File: config.mk
export PLATFORM = sky130hd
export DESIGN_NAME = shph_outq
export DESIGN_NICKNAME = d
export VERILOG_FILES = /design/src/rtl/shph_pkg.sv /design/src/rtl/shph_outq.sv
export SDC_FILE = /design/constraint.sdc
export NUM_CORES = 1
export LEC_CHECK = 0
export BUFFER_PORTS_ARGS = -buffer_cell sky130_fd_sc_hd__buf_4
export CAP_MARGIN = 10
export CORE_UTILIZATION = 55
export DETAILED_ROUTE_END_ITERATION = 12
export GPL_ROUTABILITY_DRIVEN = 0
export PLACE_DENSITY_LB_ADDON = 0.12
export SETUP_SLACK_MARGIN = 0.4
export SKIP_LAST_GASP = 1
export SLEW_MARGIN = 30
export SYNTH_ARGS = -nofsm -noshare
export SYNTH_HDL_FRONTEND = slang
export SYNTH_SLANG_ARGS = --single-unit
File: constraint.sdc
create_clock -name clk -period 6.9 [get_ports clk]
set_input_delay 2.07 -clock clk [delete_from_list [all_inputs] [get_ports clk]]
set_output_delay 2.07 -clock clk [all_outputs]
set_load 0.03 [all_outputs]
File: src/rtl/shph_pkg.sv
`timescale 1ns / 1ps

package shph_pkg;

  localparam int HALF_BITS   = 64;
  localparam int IDX_W       = 7;
  localparam int VALUE_W     = 48;
  localparam int QUEUE_DEPTH = 4;

  // Request kind, carried on in_tuser.
  typedef enum logic {
    CMD_PUSH = 1'b0,
    CMD_READ = 1'b1
  } cmd_t;

  // One result, compared in the lowest bits.
  typedef struct packed {
    logic [VALUE_W-1:0] bin_value;
    logic [IDX_W-1:0]   max_shared;
    logic               order_fault;
    logic [IDX_W-1:0]   shared_bits;
    logic               compared;
  } result_t;

  // Front stage to bin update stage.
  typedef struct packed {
    logic             is_read;
    logic             rd_ok;
    logic             compared;
    logic [IDX_W-1:0] shared_bits;
    logic             order_fault;
    logic [IDX_W-1:0] max_shared;
    logic [IDX_W-1:0] addr;
  } stage_t;

  // Leading zeros of a nonzero word; all-zero input gives 63.
  function automatic logic [5:0] lzc64(input logic [HALF_BITS-1:0] v);
    logic [HALF_BITS-1:0] x;
    logic [5:0]           n;
    x = v;
    n = '0;
    if (x[63:32] == 32'd0) begin
      n[5] = 1'b1;
      x = {x[31:0], 32'd0};
    end
    if (x[63:48] == 16'd0) begin
      n[4] = 1'b1;
      x = {x[47:0], 16'd0};
    end
    if (x[63:56] == 8'd0) begin
      n[3] = 1'b1;
      x = {x[55:0], 8'd0};
    end
    if (x[63:60] == 4'd0) begin
      n[2] = 1'b1;
      x = {x[59:0], 4'd0};
    end
    if (x[63:62] == 2'd0) begin
      n[1] = 1'b1;
      x = {x[61:0], 2'd0};
    end
    if (x[63] == 1'b0) begin
      n[0] = 1'b1;
    end
    return n;
  endfunction

endpackage

File: src/rtl/shph_outq.sv
`timescale 1ns / 1ps

module shph_outq (
  input  logic              clk,
  input  logic              rst_n,
  input  logic              push,
  input  shph_pkg::result_t push_data,
  input  logic              inflight,
  output logic              space_ok,
  output logic              out_valid,
  input  logic              out_ready,
  output shph_pkg::result_t out_data
);

  localparam int PW = $clog2(shph_pkg::QUEUE_DEPTH);
  localparam int CW = PW + 1;
  localparam logic [CW-1:0] Depth = CW'(shph_pkg::QUEUE_DEPTH);

  shph_pkg::result_t q_r [shph_pkg::QUEUE_DEPTH];
  logic [PW-1:0]     wp_r, wp_nxt, rp_r, rp_nxt;
  logic [CW-1:0]     cnt_r, cnt_nxt;
  logic              pop;

  always_comb begin
    pop     = out_valid && out_ready;
    wp_nxt  = push ? wp_r + PW'(1) : wp_r;
    rp_nxt  = pop ? rp_r + PW'(1) : rp_r;
    cnt_nxt = cnt_r + CW'(push) - CW'(pop);
  end

  always_ff @(posedge clk) begin
    if (!rst_n) begin
      wp_r  <= '0;
      rp_r  <= '0;
      cnt_r <= '0;
    end else begin
      wp_r  <= wp_nxt;
      rp_r  <= rp_nxt;
      cnt_r <= cnt_nxt;
    end
  end

  always_ff @(posedge clk) begin
    if (push) begin
      q_r[wp_r] <= push_data;
    end
  end

  // reserve a slot for the request still in the bin stage
  assign space_ok  = (cnt_r + CW'(inflight)) < Depth;
  assign out_valid = (cnt_r != '0);
  assign out_data  = q_r[rp_r];

endmodule

==> flow_metrics.env <==
export IMPL_cts_buffer_depth=3
export IMPL_internal_power_mw=3.12
export IMPL_postCtsResizedCells=0
export IMPL_fin_cells=782
export IMPL_drive_above_1_share_pct=44.7
export IMPL_cts_tree="done"
export IMPL_layout_min_cycle_time_ps=4650
export IMPL_synth_top_cell_area_share_pct=78.5
export IMPL_num_antenna_cells=0
export IMPL_cp_depth=4
export IMPL_fin_nets=613
export IMPL_comb_power_share_pct=22.3
export IMPL_critPathMaxFanout=1
export IMPL_track_usage_pct=18.6
export IMPL_clockPowerShare_pct=32.4
export IMPL_maxCapViolCount=0
export IMPL_cp_arrival_ps=2580
export IMPL_finalSetupTns_ps=0
export IMPL_grt_max_degree=65
export IMPL_rows=48
export IMPL_vias=4366
export IMPL_path_delay_family="buffers and inverters"
export IMPL_hp_class="flip-flop to flip-flop"
export IMPL_drt_first_pass_iters=5
export IMPL_rsz0062_at_grt="no"
export IMPL_cts_reportedPaths_clkPinSlew_ps=60
export IMPL_drt_iter0_drc=182
export IMPL_final_max_slew_violation_count=0
export IMPL_die_y_um=135
export IMPL_wirelength_mm=16.3
export IMPL_critPathSlowestCell="buf_4"
export IMPL_p_sw_share_pct=26.4
export IMPL_leakagePower_nw=4.09
export IMPL_worstHoldStart="rp_r[1]$_SDFFE_PN0P_"
export IMPL_tightestPinTransition_ps=544
export IMPL_crit_buf_inv=2
export IMPL_synth_area_leaders="edfxtp_1, mux4_2, dfxtp_1"
export IMPL_clk_latency_ps=510
export IMPL_die_width_um=135
export IMPL_clock_sinks=265
export IMPL_cpMostUsedCell="buf_4"
export IMPL_final_common_cell="edfxtp_1"
export IMPL_yosysTopAreaCell="edfxtp_1"
export IMPL_die_area_um2=18300
export IMPL_period_share_pct=67.4
export IMPL_critical_path_cell_chain="buf_4, nand3_1, xor2_1, buf_4"
export IMPL_layout_common_cells="edfxtp_1, buf_4, mux4_2"
export IMPL_syn_avg_cell_area_um2=25.8
export IMPL_cts_buffers=26
export IMPL_rr_worst_depth=7
export IMPL_cellPowerDensity_nw_per_um2=354
export IMPL_cp_end_kind="primary output"
export IMPL_place_inst=733
export IMPL_cp_slowest_stage_delay_ps=180
export IMPL_postSynthCellCount=380
export IMPL_ir_drop_uv=246
export IMPL_vias_per_cell=5.58
export IMPL_switchingPower_mw=1.12
export IMPL_syn_nets=456
export IMPL_r2r_start="cnt_r[1]$_SDFF_PN0_"
export IMPL_grt_antenna_before_repair=0
export IMPL_critPathLaunchType="input pin"
export IMPL_setup_viol=0
export IMPL_cts_htree_levels=1
export IMPL_power_total_mw=4.24
export IMPL_yosysWarningCount=0
export IMPL_route_detailed_drc=0
export IMPL_ys_ff_latch=265
export IMPL_outcome="finished clean"
export IMPL_r2r_end="cnt_r[2]$_SDFF_PN0_"
export IMPL_synth_area_um2=9790
export IMPL_grt_overflow_total=0
export IMPL_cp_endpoint="space_ok"
export IMPL_holdBufCountCts=0
export IMPL_final_hold_violation_count=0
export IMPL_crit_required_ps=4830
export IMPL_fin_skew_ps=7.72
export IMPL_synth_cell_types=22
export IMPL_wl_per_cell_um=20.9
export IMPL_max_freq_ghz=0.215
export IMPL_r2r_slack_ps=4860
export IMPL_core_area_um2=17400
export IMPL_postCtsSetupBuffers=0
export IMPL_root_buffer="clkbuf_16"
export IMPL_pin_count=135
export IMPL_syn2layout_area_growth_pct=22.3
export IMPL_io_buffers=134
export IMPL_max_slew_margin_pct=63.7
export IMPL_ys_seq_area_share_pct=80.3
export IMPL_ant_nets=0
export IMPL_grt_pass1_vias=4696
export IMPL_critPathKind="input pin to primary output"
export IMPL_holdWs_ps=487
export IMPL_p_seq_share_pct=45.3
export IMPL_grt_pass1_wl_mm=25.2
export IMPL_hpwl_mm=9.67
export IMPL_crit_start="inflight"
export IMPL_start_util_pct=56.4
[Yosys cell counts]
cell / count
and2_1: 8
nand2_1: 2
nand3_1: 1
inv_1: 6
buf_2: 6
buf_12: 6
edfxtp_1: 256
buf_6: 1
nand2b_1: 2
nor2b_1: 1
mux2i_1: 4
or3_1: 1
xor2_1: 2
o311ai_0: 1
clkbuf_2: 1
ha_1: 6
mux4_2: 60
mux4_1: 4
fa_1: 1
dfxtp_1: 9
xnor3_1: 1
o31a_1: 1
[state kept, by name (all words and copies together) (netlist names), named ones only]
signal and cells:
q_r 256, cnt_r 3, rp_r 2, wp_r 2
[worst min-delay path, stage by stage (launching register included)]
cell and delay (ps):
dfxtp_1 320, nand2_1 50, mux2i_1 70
[cells by family after synthesis]
family | synth area share, %
adders and majority gates | 0.971
xor gates and xnor gates | 0.409
buffers and inverters | 1.93
muxes | 15.3
and+or+nand+nor | 0.894
AOI/OAI and AO/OA | 0.179
DFF | 80.3
[per-layer routing]
metal | track usage, % | wire, µm | part of all wire (%)
met5 | 0 | 0 | 0
met4 | 5.68 | 435 | 2.7
met3 | 3.14 | 912 | 5.6
met2 | 31.9 | 8350 | 51
met1 | 24.5 | 6650 | 41
[power groups by stage]
stage	logic [mW]	clock network [mW]	registers, mW
finish	0.945	1.38	1.92
global route	1.00	1.46	1.94
CTS	0.949	1.41	1.94
detailed placement	0.945	0	1.97
global placement	0.875	0	2.00
floorplan	0.712	0	1.91
[worst min-delay path by stage]
stage	end	slack [ps]	cells after the start
after global placement	flip-flop	450	2
after CTS	flip-flop	490	2
final	flip-flop	490	2
after floorplan	flip-flop	450	2
after global routing	flip-flop	510	2
after detailed placement	flip-flop	480	2
[final cells by class]
| cell class | instances | area (µm²) |
|---|---|---|
| multi-input cells | 95 | 1750 |
| clock buffers | 36 | 749 |
| repair buffers | 143 | 1200 |
| clock inverters | 12 | 106 |
| well taps | 225 | 282 |
| flip-flops and latches | 265 | 7880 |
| fillers | 1068 | 5380 |
| inverters | 6 | 22.5 |
[stage by stage]
stage,instance area (µm²),setup slack (ps),util (%)
floorplan,9790,2190,-
detailed placement,11100,2260,64.0
global placement,10900,2240,63.0
CTS,12000,2240,68.9
global route,12000,2190,69.0
finish,12000,2250,69.0
No activity file was read; power rests on OpenSTA's default activity.
